`src/rtl/core/iee_pkg.sv`:
```
// Package for the infix expression evaluator: codes, types and constants.
// Used by the controller, the datapath and the top level.
`timescale 1ns / 1ps
package iee_pkg;
  localparam int STACK_DEPTH_DEF = 8;
  localparam int FRAC_BITS_DEF = 16;

  typedef enum logic [2:0] {
    KIND_OPERAND = 3'd0,
    KIND_OPERATOR = 3'd1,
    KIND_LPAREN = 3'd2,
    KIND_RPAREN = 3'd3,
    KIND_END = 3'd4
  } kind_t;

  localparam logic [2:0] PAREN_MARK = 3'd4;
  localparam logic [1:0] OP_ADD = 2'd0;
  localparam logic [1:0] OP_SUB = 2'd1;
  localparam logic [1:0] OP_MUL = 2'd2;
  localparam logic [1:0] OP_DIV = 2'd3;

  localparam logic [1:0] ST_OK = 2'd0;
  localparam logic [1:0] ST_OVER = 2'd1;
  localparam logic [1:0] ST_UNDER = 2'd2;
  localparam logic [1:0] ST_DIVZ = 2'd3;

  typedef enum logic [3:0] {
    S_IDLE, S_DISPATCH, S_RD, S_RDWAIT, S_LHS, S_APPLY, S_MULW, S_DIVW,
    S_WRITE, S_FINISH, S_OUT
  } state_t;

  typedef enum logic [1:0] {
    GOAL_OPERATOR, GOAL_RPAREN, GOAL_END
  } goal_t;

  // Controller to datapath.
  typedef struct packed {
    logic load_tok;
    logic push_val;
    logic push_op;
    logic pop_op;
    logic rd_tops;
    logic start_mul;
    logic start_div;
    logic apply;
    logic write_res;
    logic set_err;
    logic [1:0] err_code;
    logic clear;
    logic emit;
  } ctl_t;

  // Datapath to controller.
  typedef struct packed {
    logic [2:0] kind;
    logic [1:0] op;
    logic [2:0] top_op;
    logic [1:0] code;
    logic op_empty;
    logic op_full;
    logic val_full;
    logic val_lt2;
    logic val_empty;
    logic rhs_zero;
    logic mul_done;
    logic div_done;
    logic [1:0] err;
  } sts_t;
endpackage

```
`src/rtl/core/iee_ram.sv`:
```
// Generic single-port-write, single-read RAM with registered read.
// Depends on nothing.
`timescale 1ns / 1ps
module iee_ram #(
  parameter int WIDTH = 32,
  parameter int DEPTH = 8
) (
  input  logic                     clk,
  input  logic                     we,
  input  logic [$clog2(DEPTH)-1:0] waddr,
  input  logic [WIDTH-1:0]         wdata,
  input  logic [$clog2(DEPTH)-1:0] raddr,
  output logic [WIDTH-1:0]         rdata
);
  logic [WIDTH-1:0] mem [DEPTH];
  always_ff @(posedge clk) begin
    if (we) begin
      mem[waddr] <= wdata;
    end
    rdata <= mem[raddr];
  end
endmodule

```
`src/rtl/core/iee_divider.sv`:
```
// Restoring divider, one quotient bit per cycle, unsigned.
// Does not use iee_pkg; depends on nothing.
`timescale 1ns / 1ps
module iee_divider #(
  parameter int NUM_W = 48,
  parameter int DEN_W = 32
) (
  input  logic             clk,
  input  logic             rst_n,
  input  logic             start,
  input  logic [NUM_W-1:0] num,
  input  logic [DEN_W-1:0] den,
  output logic             done,
  output logic [NUM_W-1:0] quo
);
  localparam int CW = $clog2(NUM_W + 1);
  logic [NUM_W-1:0] q_r, q_nxt;
  logic [DEN_W:0] rem_r, rem_nxt;
  logic [DEN_W-1:0] den_r;
  logic [CW-1:0] cnt_r, cnt_nxt;
  logic busy_r, busy_nxt, done_r, done_nxt;
  logic [DEN_W:0] trial;

  always_comb begin
    q_nxt = q_r;
    rem_nxt = rem_r;
    cnt_nxt = cnt_r;
    busy_nxt = busy_r;
    done_nxt = 1'b0;
    trial = {rem_r[DEN_W-1:0], q_r[NUM_W-1]};
    if (start) begin
      q_nxt = num;
      rem_nxt = '0;
      cnt_nxt = CW'(NUM_W);
      busy_nxt = 1'b1;
    end else if (busy_r) begin
      if (trial >= {1'b0, den_r}) begin
        rem_nxt = trial - {1'b0, den_r};
        q_nxt = {q_r[NUM_W-2:0], 1'b1};
      end else begin
        rem_nxt = trial;
        q_nxt = {q_r[NUM_W-2:0], 1'b0};
      end
      cnt_nxt = cnt_r - 1'b1;
      if (cnt_r == CW'(1)) begin
        busy_nxt = 1'b0;
        done_nxt = 1'b1;
      end
    end
  end

  always_ff @(posedge clk) begin
    if (!rst_n) begin
      busy_r <= 1'b0;
      done_r <= 1'b0;
      cnt_r <= '0;
    end else begin
      busy_r <= busy_nxt;
      done_r <= done_nxt;
      cnt_r <= cnt_nxt;
    end
    q_r <= q_nxt;
    rem_r <= rem_nxt;
    if (start) begin
      den_r <= den;
    end
  end

  assign done = done_r;
  assign quo = q_r;
endmodule

```
`src/rtl/core/iee_datapath.sv`:
```
// Datapath: token register, stacks, arithmetic unit and result register.
// Depends on iee_pkg, iee_ram and iee_divider.
`timescale 1ns / 1ps
module iee_datapath #(
  parameter int STACK_DEPTH = iee_pkg::STACK_DEPTH_DEF,
  parameter int FRAC_BITS = iee_pkg::FRAC_BITS_DEF
) (
  input  logic               clk,
  input  logic               rst_n,
  input  logic [2:0]         in_kind,
  input  logic signed [31:0] in_value,
  input  logic [1:0]         in_op,
  input  iee_pkg::ctl_t      ctl,
  output iee_pkg::sts_t      sts,
  output logic signed [31:0] res_out,
  output logic [1:0]         status_out
);
  import iee_pkg::*;
  localparam int AW = $clog2(STACK_DEPTH);
  localparam int CW = $clog2(STACK_DEPTH + 1);
  localparam int NUM_W = 32 + FRAC_BITS;
  localparam logic signed [63:0] QMAX = 64'sd2147483647;
  localparam logic signed [63:0] QMIN = -64'sd2147483648;

  logic [2:0] kind_r;
  logic [1:0] op_r;
  logic signed [31:0] val_r;
  logic [CW-1:0] opc_r, opc_nxt, valc_r, valc_nxt;
  logic [1:0] err_r, err_nxt;
  logic [2:0] opmem_q;
  logic [31:0] vmem_q;
  logic signed [31:0] lhs_r, rhs_r, res_r;
  logic [1:0] code_r;
  logic vwe, owe;
  logic [AW-1:0] vwaddr, owaddr, vraddr, oraddr;
  logic [31:0] vwdata;
  logic [2:0] owdata;
  logic [31:0] mag_l, mag_r;
  logic [63:0] prod_r;
  logic [NUM_W-1:0] quo;
  logic div_done;
  logic mul_done_r;
  logic neg;
  logic signed [63:0] wide, mag_s;
  logic [63:0] mag_u;
  logic signed [31:0] out_r;
  logic [1:0] stat_r;
  logic rd_phase_r;

  assign neg = lhs_r[31] ^ rhs_r[31];
  assign mag_l = lhs_r[31] ? 32'(-lhs_r) : 32'(lhs_r);
  assign mag_r = rhs_r[31] ? 32'(-rhs_r) : 32'(rhs_r);

  // Two reads in successive cycles: rhs at count-1, then lhs at count-2.
  assign vraddr = ctl.rd_tops ? AW'(valc_r - CW'(2)) : AW'(valc_r - CW'(1));
  assign oraddr = AW'(opc_r - CW'(1));

  assign owe = ctl.push_op;
  assign owaddr = AW'(opc_r);
  assign owdata = (kind_r == KIND_LPAREN) ? PAREN_MARK : {1'b0, op_r};
  assign vwe = ctl.push_val || ctl.write_res;
  assign vwaddr = ctl.push_val ? AW'(valc_r) : AW'(valc_r - CW'(2));
  assign vwdata = ctl.push_val ? val_r : res_r;

  iee_ram #(.WIDTH(32), .DEPTH(STACK_DEPTH)) u_vram (
    .clk(clk), .we(vwe), .waddr(vwaddr), .wdata(vwdata), .raddr(vraddr), .rdata(vmem_q)
  );
  iee_ram #(.WIDTH(3), .DEPTH(STACK_DEPTH)) u_oram (
    .clk(clk), .we(owe), .waddr(owaddr), .wdata(owdata), .raddr(oraddr), .rdata(opmem_q)
  );
  iee_divider #(.NUM_W(NUM_W), .DEN_W(32)) u_div (
    .clk(clk), .rst_n(rst_n), .start(ctl.start_div),
    .num(NUM_W'({mag_l, {FRAC_BITS{1'b0}}} >> 0)), .den(mag_r), .done(div_done), .quo(quo)
  );

  always_comb begin
    mag_u = '0;
    wide = '0;
    case (code_r)
      OP_ADD: wide = 64'(lhs_r) + 64'(rhs_r);
      OP_SUB: wide = 64'(lhs_r) - 64'(rhs_r);
      OP_MUL: mag_u = prod_r >> FRAC_BITS;
      default: mag_u = 64'(quo);
    endcase
    if (code_r == OP_MUL || code_r == OP_DIV) begin
      mag_s = (mag_u > 64'h7FFF_FFFF_FFFF_FFFF) ? 64'sh7FFF_FFFF_FFFF_FFFF : $signed(mag_u);
      wide = neg ? -mag_s : mag_s;
    end else begin
      mag_s = '0;
    end
  end

  always_comb begin
    opc_nxt = opc_r;
    valc_nxt = valc_r;
    err_nxt = err_r;
    if (ctl.push_val) valc_nxt = valc_r + 1'b1;
    if (ctl.push_op) opc_nxt = opc_r + 1'b1;
    if (ctl.pop_op) opc_nxt = opc_r - 1'b1;
    if (ctl.write_res) valc_nxt = valc_r - 1'b1;
    if (ctl.set_err && err_r == ST_OK) err_nxt = ctl.err_code;
    if (ctl.clear) begin
      opc_nxt = '0;
      valc_nxt = '0;
      err_nxt = ST_OK;
    end
  end

  always_ff @(posedge clk) begin
    if (!rst_n) begin
      opc_r <= '0;
      valc_r <= '0;
      err_r <= ST_OK;
      rd_phase_r <= 1'b0;
      mul_done_r <= 1'b0;
    end else begin
      opc_r <= opc_nxt;
      valc_r <= valc_nxt;
      err_r <= err_nxt;
      rd_phase_r <= ctl.rd_tops;
      mul_done_r <= ctl.start_mul;
    end
    if (ctl.load_tok) begin
      kind_r <= in_kind;
      op_r <= in_op;
      val_r <= in_value;
    end
    if (ctl.rd_tops) begin
      code_r <= opmem_q[1:0];
      rhs_r <= vmem_q;
    end
    if (rd_phase_r) lhs_r <= vmem_q;
    if (ctl.start_mul) prod_r <= 64'(mag_l) * 64'(mag_r);
    if (ctl.apply) res_r <= (wide > QMAX) ? 32'h7FFF_FFFF : (wide < QMIN) ? 32'h8000_0000 : wide[31:0];
    if (ctl.emit) begin
      stat_r <= err_r;
      out_r <= (err_r != ST_OK) ? 32'sd0 : vmem_q;
    end
  end

  assign sts.kind = kind_r;
  assign sts.op = op_r;
  assign sts.top_op = opmem_q;
  assign sts.code = code_r;
  assign sts.op_empty = (opc_r == '0);
  assign sts.op_full = (opc_r >= CW'(STACK_DEPTH));
  assign sts.val_full = (valc_r >= CW'(STACK_DEPTH));
  assign sts.val_lt2 = (valc_r < CW'(2));
  assign sts.val_empty = (valc_r == '0);
  assign sts.rhs_zero = (rhs_r == 32'sd0);
  assign sts.mul_done = mul_done_r;
  assign sts.div_done = div_done;
  assign sts.err = err_r;
  assign res_out = out_r;
  assign status_out = stat_r;
endmodule

```
`src/rtl/core/iee_ctrl.sv`:
```
// Controller state machine: sequences pushes, operator application and end.
// Depends on iee_pkg.
`timescale 1ns / 1ps
module iee_ctrl (
  input  logic          clk,
  input  logic          rst_n,
  input  logic          in_fire,
  input  logic          out_free,
  input  iee_pkg::sts_t sts,
  output iee_pkg::ctl_t ctl,
  output logic          in_ready,
  output logic          emit_pulse
);
  import iee_pkg::*;
  state_t state_r, state_nxt;
  goal_t goal_r, goal_nxt;

  always_ff @(posedge clk) begin
    if (!rst_n) begin
      state_r <= S_IDLE;
      goal_r <= GOAL_END;
    end else begin
      state_r <= state_nxt;
      goal_r <= goal_nxt;
    end
  end

  always_comb begin
    state_nxt = state_r;
    goal_nxt = goal_r;
    ctl = '0;
    in_ready = 1'b0;
    emit_pulse = 1'b0;
    case (state_r)
      S_IDLE: begin
        in_ready = 1'b1;
        ctl.load_tok = in_fire;
        if (in_fire) state_nxt = S_DISPATCH;
      end
      S_DISPATCH: begin
        state_nxt = S_IDLE;
        if (sts.kind == KIND_END) begin
          goal_nxt = GOAL_END;
          state_nxt = S_RD;
        end else if (sts.err == ST_OK) begin
          case (sts.kind)
            KIND_OPERAND: begin
              ctl.set_err = sts.val_full;
              ctl.err_code = ST_OVER;
              ctl.push_val = !sts.val_full;
            end
            KIND_LPAREN: begin
              ctl.set_err = sts.op_full;
              ctl.err_code = ST_OVER;
              ctl.push_op = !sts.op_full;
            end
            KIND_OPERATOR: begin
              goal_nxt = GOAL_OPERATOR;
              state_nxt = S_RD;
            end
            KIND_RPAREN: begin
              goal_nxt = GOAL_RPAREN;
              state_nxt = S_RD;
            end
            default: state_nxt = S_IDLE;
          endcase
        end
      end
      S_RD: state_nxt = S_RDWAIT;
      S_RDWAIT: begin
        if (sts.err != ST_OK || sts.op_empty) begin
          if (goal_r == GOAL_END) state_nxt = S_FINISH;
          else if (sts.err != ST_OK) state_nxt = S_IDLE;
          else if (goal_r == GOAL_RPAREN) begin
            ctl.set_err = 1'b1;
            ctl.err_code = ST_UNDER;
            state_nxt = S_IDLE;
          end else begin
            ctl.set_err = sts.op_full;
            ctl.err_code = ST_OVER;
            ctl.push_op = !sts.op_full;
            state_nxt = S_IDLE;
          end
        end else if (sts.top_op == PAREN_MARK) begin
          if (goal_r == GOAL_OPERATOR) begin
            ctl.set_err = sts.op_full;
            ctl.err_code = ST_OVER;
            ctl.push_op = !sts.op_full;
            state_nxt = S_IDLE;
          end else begin
            ctl.pop_op = 1'b1;
            state_nxt = (goal_r == GOAL_END) ? S_RD : S_IDLE;
          end
        end else if (goal_r == GOAL_OPERATOR && sts.top_op[1] < sts.op[1]) begin
          ctl.set_err = sts.op_full;
          ctl.err_code = ST_OVER;
          ctl.push_op = !sts.op_full;
          state_nxt = S_IDLE;
        end else begin
          ctl.pop_op = 1'b1;
          if (sts.val_lt2) begin
            ctl.set_err = 1'b1;
            ctl.err_code = ST_UNDER;
            state_nxt = (goal_r == GOAL_END) ? S_FINISH : S_IDLE;
          end else begin
            ctl.rd_tops = 1'b1;
            state_nxt = S_LHS;
          end
        end
      end
      S_LHS: state_nxt = S_APPLY;
      S_APPLY: begin
        if (sts.code == OP_MUL) begin
          ctl.start_mul = 1'b1;
          state_nxt = S_MULW;
        end else if (sts.code == OP_DIV) begin
          if (sts.rhs_zero) begin
            ctl.set_err = 1'b1;
            ctl.err_code = ST_DIVZ;
            state_nxt = (goal_r == GOAL_END) ? S_FINISH : S_IDLE;
          end else begin
            ctl.start_div = 1'b1;
            state_nxt = S_DIVW;
          end
        end else begin
          ctl.apply = 1'b1;
          state_nxt = S_WRITE;
        end
      end
      S_MULW: begin
        if (sts.mul_done) begin
          ctl.apply = 1'b1;
          state_nxt = S_WRITE;
        end
      end
      S_DIVW: begin
        if (sts.div_done) begin
          ctl.apply = 1'b1;
          state_nxt = S_WRITE;
        end
      end
      S_WRITE: begin
        ctl.write_res = 1'b1;
        state_nxt = S_RD;
      end
      S_FINISH: begin
        if (sts.err == ST_OK && sts.val_empty) begin
          ctl.set_err = 1'b1;
          ctl.err_code = ST_UNDER;
        end
        state_nxt = S_OUT;
      end
      S_OUT: begin
        if (out_free) begin
          ctl.emit = 1'b1;
          ctl.clear = 1'b1;
          emit_pulse = 1'b1;
          state_nxt = S_IDLE;
        end
      end
      default: state_nxt = S_IDLE;
    endcase
  end
endmodule

```
`src/rtl/core/infix_expression_evaluator.sv`:
```
// Flow: an operand or left paren is loaded, then pushed; an operator or right paren first
// reads the operator stack, then each applied operator reads both operands, computes (multiply
// via the product register, divide via the one-bit-per-cycle divider) and writes back.
// End drains the operator stack, waits for a free output register, then emits one result.
// Synchronous active-low reset clears counts, error code and the result valid.
// Stack contents are not reset; only entries below the counts are used.
`timescale 1ns / 1ps
module infix_expression_evaluator #(
  parameter int STACK_DEPTH = iee_pkg::STACK_DEPTH_DEF,
  parameter int FRAC_BITS = iee_pkg::FRAC_BITS_DEF
) (
  input  logic        clk,
  input  logic        rst_n,
  input  logic        in_tvalid,
  output logic        in_tready,
  input  logic [39:0] in_tdata,  // kind[2:0], value[34:3], op[36:35], zeros
  output logic        out_tvalid,
  input  logic        out_tready,
  output logic [39:0] out_tdata  // result[31:0], status[33:32], zeros
);
  import iee_pkg::*;
  ctl_t ctl;
  sts_t sts;
  logic in_fire, emit_pulse, rdy, ov_r;
  logic signed [31:0] res;
  logic [1:0] stat;

  assign in_fire = in_tvalid && in_tready;
  assign in_tready = rdy;

  iee_ctrl u_ctrl (
    .clk(clk), .rst_n(rst_n), .in_fire(in_fire), .out_free(!ov_r || out_tready),
    .sts(sts), .ctl(ctl), .in_ready(rdy), .emit_pulse(emit_pulse)
  );
  iee_datapath #(.STACK_DEPTH(STACK_DEPTH), .FRAC_BITS(FRAC_BITS)) u_dp (
    .clk(clk), .rst_n(rst_n), .in_kind(in_tdata[2:0]), .in_value(in_tdata[34:3]),
    .in_op(in_tdata[36:35]), .ctl(ctl), .sts(sts), .res_out(res), .status_out(stat)
  );

  always_ff @(posedge clk) begin
    if (!rst_n) begin
      ov_r <= 1'b0;
    end else if (emit_pulse) begin
      ov_r <= 1'b1;
    end else if (out_tready) begin
      ov_r <= 1'b0;
    end
  end

  assign out_tvalid = ov_r;
  assign out_tdata = {6'd0, stat, res};
endmodule

```
`config.mk`:
```
export PLATFORM = sky130hd
export DESIGN_NAME = infix_expression_evaluator
export DESIGN_NICKNAME = d
export VERILOG_FILES = /design/src/rtl/core/iee_pkg.sv /design/src/rtl/core/iee_ram.sv /design/src/rtl/core/iee_divider.sv /design/src/rtl/core/iee_datapath.sv /design/src/rtl/core/iee_ctrl.sv /design/src/rtl/core/infix_expression_evaluator.sv
export SDC_FILE = /design/constraint.sdc
export NUM_CORES = 2
export LEC_CHECK = 0
export BUFFER_PORTS_ARGS = -buffer_cell sky130_fd_sc_hd__buf_2
export CORE_MARGIN = 4
export CORE_UTILIZATION = 55
export DETAILED_ROUTE_END_ITERATION = 8
export GPL_TIMING_DRIVEN = 0
export PLACE_DENSITY = 0.71
export SETUP_SLACK_MARGIN = 0.5
export SLEW_MARGIN = 30
export SYNTH_ARGS = -nofsm -noshare
export SYNTH_HDL_FRONTEND = slang
export SYNTH_SLANG_ARGS = --single-unit
export TNS_END_PERCENT = 20
```
`constraint.sdc`:
```
create_clock -name clk -period 29.1 [get_ports clk]
set_input_delay 2.91 -clock clk [delete_from_list [all_inputs] [get_ports clk]]
set_output_delay 2.91 -clock clk [all_outputs]
set_load 0.01 [all_outputs]
```
# Word-level counts from Yosys, hierarchy flattened
# Memories as Yosys holds them, arrays and structs flattened. A register that Yosys moved wholly into a read port is not among the register bits.
# Cells that the tools add are included.
dict set report word_totals {
  wordCells 214
  mem_bits_rw 280
  n_memories 2
  in_bits 44
  register_bits 372
  output_inout_bits 42
}
dict set report classes {
  bitwise 3
  multipliers 1
  mux 104
  reduce_logical 33
  magnitude_cmp 8
  eq_ne 25
  add_sub_neg 12
}
# memory words word_bits rd rd_ports_with_merged_regs wr line_no
set memory_table {}
lappend memory_table {u_dp.u_vram.mem 8 32 1 1 1 iee_ram.sv:15} ;# logic [WIDTH-1:0] mem [DEPTH];
lappend memory_table {u_dp.u_oram.mem 8 3 1 1 1 iee_ram.sv:15}
# op n
set ops {}
lappend ops {{32-bit two-way mux} 5}
lappend ops {{64-bit two-way mux} 2}
lappend ops {{64-bit case mux with 2 select lines} 1}
lappend ops {{48-bit two-way mux} 2}
lappend ops {{48-bit case mux with 2 select lines} 1}
lappend ops {{4-bit two-way mux} 19}
lappend ops {{64-bit by 32-bit > comparator with 1-bit output, second input constant} 1}
lappend ops {{64-bit by 32-bit less-than comparator with 1-bit output, second input constant} 1}
lappend ops {{32-bit by 32-bit multiplier with 64-bit output} 1}
lappend ops {{32-bit negator} 2}
lappend ops {{64-bit negator} 1}
lappend ops {{48-bit by 63-bit > comparator with 1-bit output, second input constant} 1}
lappend ops {{63-bit two-way mux} 1}
lappend ops {{3-bit two-way mux} 17}
lappend ops {{4-bit case mux with 11 select lines} 1}
lappend ops {{1-bit two-way mux} 34}
lappend ops {{32-bit by 32-bit adder with 33-bit output} 1}
lappend ops {{33-bit by 32-bit greater-or-equal comparator with 1-bit output} 1}
lappend ops {{32-bit by 32-bit subtractor with 33-bit output} 1}
lappend ops {{32-bit logical NOT} 1}
lappend ops {{32-bit subtractor} 1}
lappend ops {{2-bit two-way mux} 14}
lappend ops {{4-bit by 3-bit == test with 1-bit output, second input constant} 4}
lappend ops {{4-bit == test, second input constant} 3}
lappend ops {{36 further kinds} 70}

# Depth between registers and ports, before layout
dict set report depth {
  ltp_word 10
  ltp_mapped 39
  depth_no_buf 38
}

# Hierarchy
# A second synthesis with hierarchy kept.
dict set report unflattened {
  hier_cells 6152
  hier_area_um2 64654.5
}
# module seq_area_each_um2 area_each_um2 cells_each instances
set by_module_without_submodules {}
lappend by_module_without_submodules {iee_datapath 6756.5 45551.2 4959 1}
lappend by_module_without_submodules {{iee_ram (u_dp.u_vram)} 8328.0 10466.3 415 1}
lappend by_module_without_submodules {iee_divider 3203.1 6645.1 595 1}
lappend by_module_without_submodules {{iee_ram (u_dp.u_oram)} 780.7 1042.2 50 1}
lappend by_module_without_submodules {iee_ctrl 120.1 845.8 121 1}
lappend by_module_without_submodules {infix_expression_evaluator 20.0 103.8 12 1}

# Worst setup path before layout
# Ideal clock, no wire load.
dict set report synth_timing {
  kind {reg-to-reg}
  startpoint {reg u_dp.rhs_r[0]}
  endpoint {reg u_dp.prod_r[60], data pin}
  t_required_ns 28.826
  setup_time_ns 0.274
  n_path_buf 2
  stages_incl_launch_ff 40
  setup_slack_ns 19.042
  arrival_time_ns 9.785
  synth_period_minus_slack_ns 10.058
  path_cell_list {edfxtp_1 -> inv_1 -> clkbuf_1 -> ha_1 -> or3b_2 -> nor4_4 -> nand2_1 -> nor3b_1 -> nand2_1 -> and2_1 -> xnor2_1 -> clkbuf_1 -> nor2_1 -> fa_1 -> inv_1 -> fa_1 -> inv_1 -> fa_1 -> (+4 left out) -> fa_1 -> fa_1 -> inv_1 -> fa_1 -> inv_1 -> ha_1 -> a21oi_1 -> o21ai_0 -> nand3_1 -> a21o_1 -> inv_1 -> a211oi_1 -> a2111oi_1 -> o211ai_1 -> a21oi_1 -> nor3_1 -> o41ai_1 -> xor2_1}
}
dict set report synth_between {
  elab_chain_len 3
}
# element line_no
set synth_lines {}
lappend synth_lines {{start, declared} iee_datapath.sv:32} ;# logic signed [31:0] lhs_r, rhs_r, res_r;
lappend synth_lines {{start signal, assigned} iee_datapath.sv:130} ;# rhs_r <= vmem_q;
lappend synth_lines {{32-bit negator} iee_datapath.sv:52} ;# assign mag_r = rhs_r[31] ? 32'(-rhs_r) : 32'(rhs_r);
lappend synth_lines {{32-bit two-way mux (*)} iee_datapath.sv:52}
lappend synth_lines {{32-bit by 32-bit multiplier with 64-bit output (*)} iee_datapath.sv:133} ;# if (ctl.start_mul) prod_r <= 64'(mag_l) * 64'(mag_r);
lappend synth_lines {{end signal, assigned} iee_datapath.sv:133}
lappend synth_lines {{end, declared} iee_datapath.sv:39} ;# logic [63:0] prod_r;
# Every way passes the cells marked *; elsewhere a longest branch is shown, timed or not.
# A chain may end at the register's enable or synchronous reset.

# Worst setup path after layout
dict set report layout_timing {
  startpoint {reg u_dp.rhs_r[0]}
  endpoint {reg u_dp.prod_r[60], data pin}
}
dict set report layout_between {
  elab_chain_len 3
}
# element line_no
set layout_lines {}
lappend layout_lines {{32-bit negator} iee_datapath.sv:52}
lappend layout_lines {{32-bit two-way mux} iee_datapath.sv:52}
lappend layout_lines {{named net u_dp.mag_r[28]} iee_datapath.sv:38} ;# logic [31:0] mag_l, mag_r;
lappend layout_lines {{32-bit by 32-bit multiplier with 64-bit output} iee_datapath.sv:133}
# The timed path passes the listed nets, and every way through them passes these cells.

==> results_dict.tcl <==
set metrics [dict create \
    vias 47500 \
    max_slew.worst_pin.slew_ps 1150 \
    cellLeakagePower_nw 30.8 \
    grt_usage_pct 36.5 \
    postRouteAntennaNets 0 \
    synth_cell_type_count 95 \
    fp.dieW_um 348 \
    drive_above_1_share_pct 8.33 \
    dr.pass1.iters 6 \
    drt-total-wl_um 218000 \
    cts_sinks 671 \
    cp-startpoint "u_dp.rhs_r[0]" \
    clk_pin_slew_ps 60 \
    status "finished, final reports clean" \
    synth_area_per_cell_um2 10.3 \
    cpMostUsedCell "fa_1" \
    r2r_cells 36 \
    cp.buffers_inverters 9 \
    synth_area_leaders "fa_1 (28%), edfxtp_1 (26%), ha_1 (6.6%)" \
    synth_seq_cells 671 \
    synth_edf_count 561 \
    cts_tree "done" \
    cts_resized 0 \
    relSlewSlack_pct 23.2 \
    skew_ps 40.6 \
    p_sw_uw 497 \
    first_iter_violations 5104 \
    grt_start_max_net_pins 29 \
    wl_per_cell_um 27.4 \
    numCtsBuffers 67 \
    holdBufCountCts 0 \
    p_comb_share_pct 7.7 \
    rsz0062_at_grt "false" \
    required_ps 29440 \
    use_met3_pct 9.65 \
    io_buffers 76 \
    met2_usage_pct 56.5 \
    async_reset_ff_share_pct 0 \
    cp_num_cells 36 \
    period_share_pct 46.6 \
    crit_end "u_dp.prod_r[60]" \
    slew_violations 0 \
    fmaxAchievable_mhz 73.7 \
    grt_pass1_wl_um 321000 \
    viasPerCell 5.96 \
    synth_ff_type "edfxtp_1" \
    area_delta_synth_final_pct 9.18 \
    die_h_um 348 \
    grt_overflow 0 \
    power_switching_share_pct 23.7 \
    cts-root-buf "clkbuf_16" \
    sequentialPowerShare_pct 51.3 \
    rows 124 \
    hold_viol 0 \
    powerDensity_mw_per_mm2 30.2 \
    route.detailed.drc 0 \
    synth_common_cells "inv_1 (996), fa_1 (897), nand2_1 (753)" \
    ys_seq_area_share_pct 29.9 \
    fin_setup_tns_ps 0 \
    max_stage_delay_ps 710 \
    synth_most_common_cell "inv_1" \
    p_clk_share_pct 41.0 \
    fp.coreArea_mm2 0.115 \
    worstSetupEndpointType "register" \
    crit_type "register to register" \
    yosys.area.top_type "fa_1" \
    postCtsSetupBuffers 0 \
    antenna_found_initial 12 \
    cp_slowest_cell "edfxtp_1" \
    clockBufferDepth 3 \
    synth_area_mm2 0.0637 \
    rr_startpoint "u_dp.rhs_r[0]" \
    fin_nets 7672 \
    critPathArrivalTime_ps 13910 \
    yosysWarnings 0 \
    fin_crit_ps 13560 \
    ff2ff_setup_slack_ps 15540 \
    dp.final_hpwl_um 176000 \
    io_pins 86 \
    setup_violations 0 \
    routabilityCongestion 1.06 \
    synth_top_area_share_pct 28.2 \
    syn_inst 6198 \
    cp-start-kind "register" \
    fp.dieArea_mm2 0.121 \
    r2r_end "u_dp.prod_r[60]" \
    maxCapViolations 0 \
    grt_pass1_vias 48800 \
    path_max_fanout 10 \
    final_util_pct 60.7 \
    htreeDepth 3 \
    met1_usage_pct 46.3 \
    clkLatencyLatePin_ps 640 \
    grt-busiest-layer "met2" \
    min_path_type "register to register" \
    start_util_pct 55.6 \
    power.internal_mw 1.60 \
    path_delay_family "adder cells" \
    vdd_drop_max_uv 85.5 \
]
==> placed cells by master, fill, tap and decap left out, types with 20 or more instances in the layout <==
master	n
xnor2_1	118
mux4_2	70
buf_2	107
xor2_1	99
o21ai_0	182
a21oi_1	177
edfxtp_1	561
a31oi_1	21
clkbuf_2	32
nand2b_1	25
dfxtp_1	109
and2_1	75
nor2b_1	30
xnor2_2	31
mux2i_1	75
nand3_1	77
clkbuf_1	217
nor2_1	679
inv_1	995
o31ai_1	20
fa_1	897
clkbuf_16	67
xor2_2	23
nand4_1	29
nand2_1	753
a21o_1	74
ha_1	337
nor3_1	76
mux2_2	56
or3_1	24
==> kinds of logic (layout without fill, tap and decap cells) <==
| family | after synthesis | in the layout | synth area share, % |
|---|---|---|---|
| mux | 205 | 205 | 4.73 |
| flops | 671 | 671 | 29.9 |
| compound gates | 633 | 633 | 6.22 |
| fa+ha+maj | 1234 | 1234 | 34.8 |
| buf+inv | 1304 | 1549 | 7.82 |
| other cells | 1 | 11 | 0.00589 |
| simple gates | 1878 | 1878 | 12.7 |
| xor+xnor | 272 | 272 | 3.79 |
==> how the worst min path moves through the flow <==
stage / startpoint / to / cells past startpoint
2_1_floorplan: u_dp.u_oram.rdata[0] / u_dp.code_r[0] / 0
3_3_place_gp: u_dp.u_vram.rdata[2] / u_dp.lhs_r[2] / 0
3_5_place_dp: u_dp.u_vram.rdata[1] / u_dp.rhs_r[1] / 0
4_1_cts: u_dp.u_vram.rdata[1] / u_dp.rhs_r[1] / 0
5_1_grt: u_dp.u_vram.rdata[1] / u_dp.lhs_r[1] / 0
6_report: u_dp.u_vram.rdata[1] / u_dp.rhs_r[1] / 0
==> routing by layer <==
metal  routed length, um  part of all wire (%)  vias to the layer above
met2               96900                    44                     2706
met4               16500                   7.6                       18
met5                 146                 0.067                        -
li1                    -                     -                    20300
met3               23700                    11                      690
met1               81000                    37                    23800
==> power groups by stage <==
stage,clock (mW),sequential (mW),combinational (mW)
after floorplan,0,1.09,0.121
after global placement,0,1.10,0.154
after detailed placement,0,1.10,0.159
after CTS,0.871,1.08,0.161
after global routing,0.913,1.08,0.178
final,0.860,1.08,0.161
==> sequential cells by signal (all words and copies together), names as in the netlist, 6 cells and up <==
| signal | cells |
|---|---|
| u_dp.u_vram.mem | 256 |
| u_dp.prod_r | 48 |
| u_dp.u_div.quo | 48 |
| u_dp.lhs_r | 32 |
| u_dp.res_out | 32 |
| u_dp.res_r | 32 |
| u_dp.rhs_r | 32 |
| u_dp.u_div.den_r | 32 |
| u_dp.u_div.rem_r | 32 |
| u_dp.u_vram.rdata | 32 |
| u_dp.val_r | 32 |
| u_dp.u_oram.mem | 24 |
| u_dp.u_div.cnt_r | 6 |
==> stage by stage <==
| step | power [mW] | cell area (um^2) | setup slack [ps] | cells | hold WS [ps] |
|---|---|---|---|---|---|
| 2_1_floorplan | 1.21 | 63700 | 19040 | 6203 | 409 |
| 3_3_place_gp | 1.25 | 66000 | 15010 | 7791 | 426 |
| 3_5_place_dp | 1.26 | 67300 | 15640 | 7836 | 437 |
| 4_1_cts | 2.11 | 69500 | 15560 | 7959 | 448 |
| 5_1_grt | 2.17 | 69500 | 15230 | 7961 | 458 |
| 6_report | 2.10 | 69500 | 15540 | 7965 | 444 |
==> final cells by class <==
class / instances / area [um^2]
inverters: 1011 / 3790
plain buffers: 293 / 1230
clock inverters: 39 / 377
well taps: 1512 / 1890
clock buffers: 84 / 1780
multi-input cells: 4228 / 40200
fillers: 9568 / 45100
flip-flops and latches: 671 / 19000
repair buffers: 122 / 1220
diodes: 5 / 12.5
Note: power is estimated with default switching activity, not from simulation.
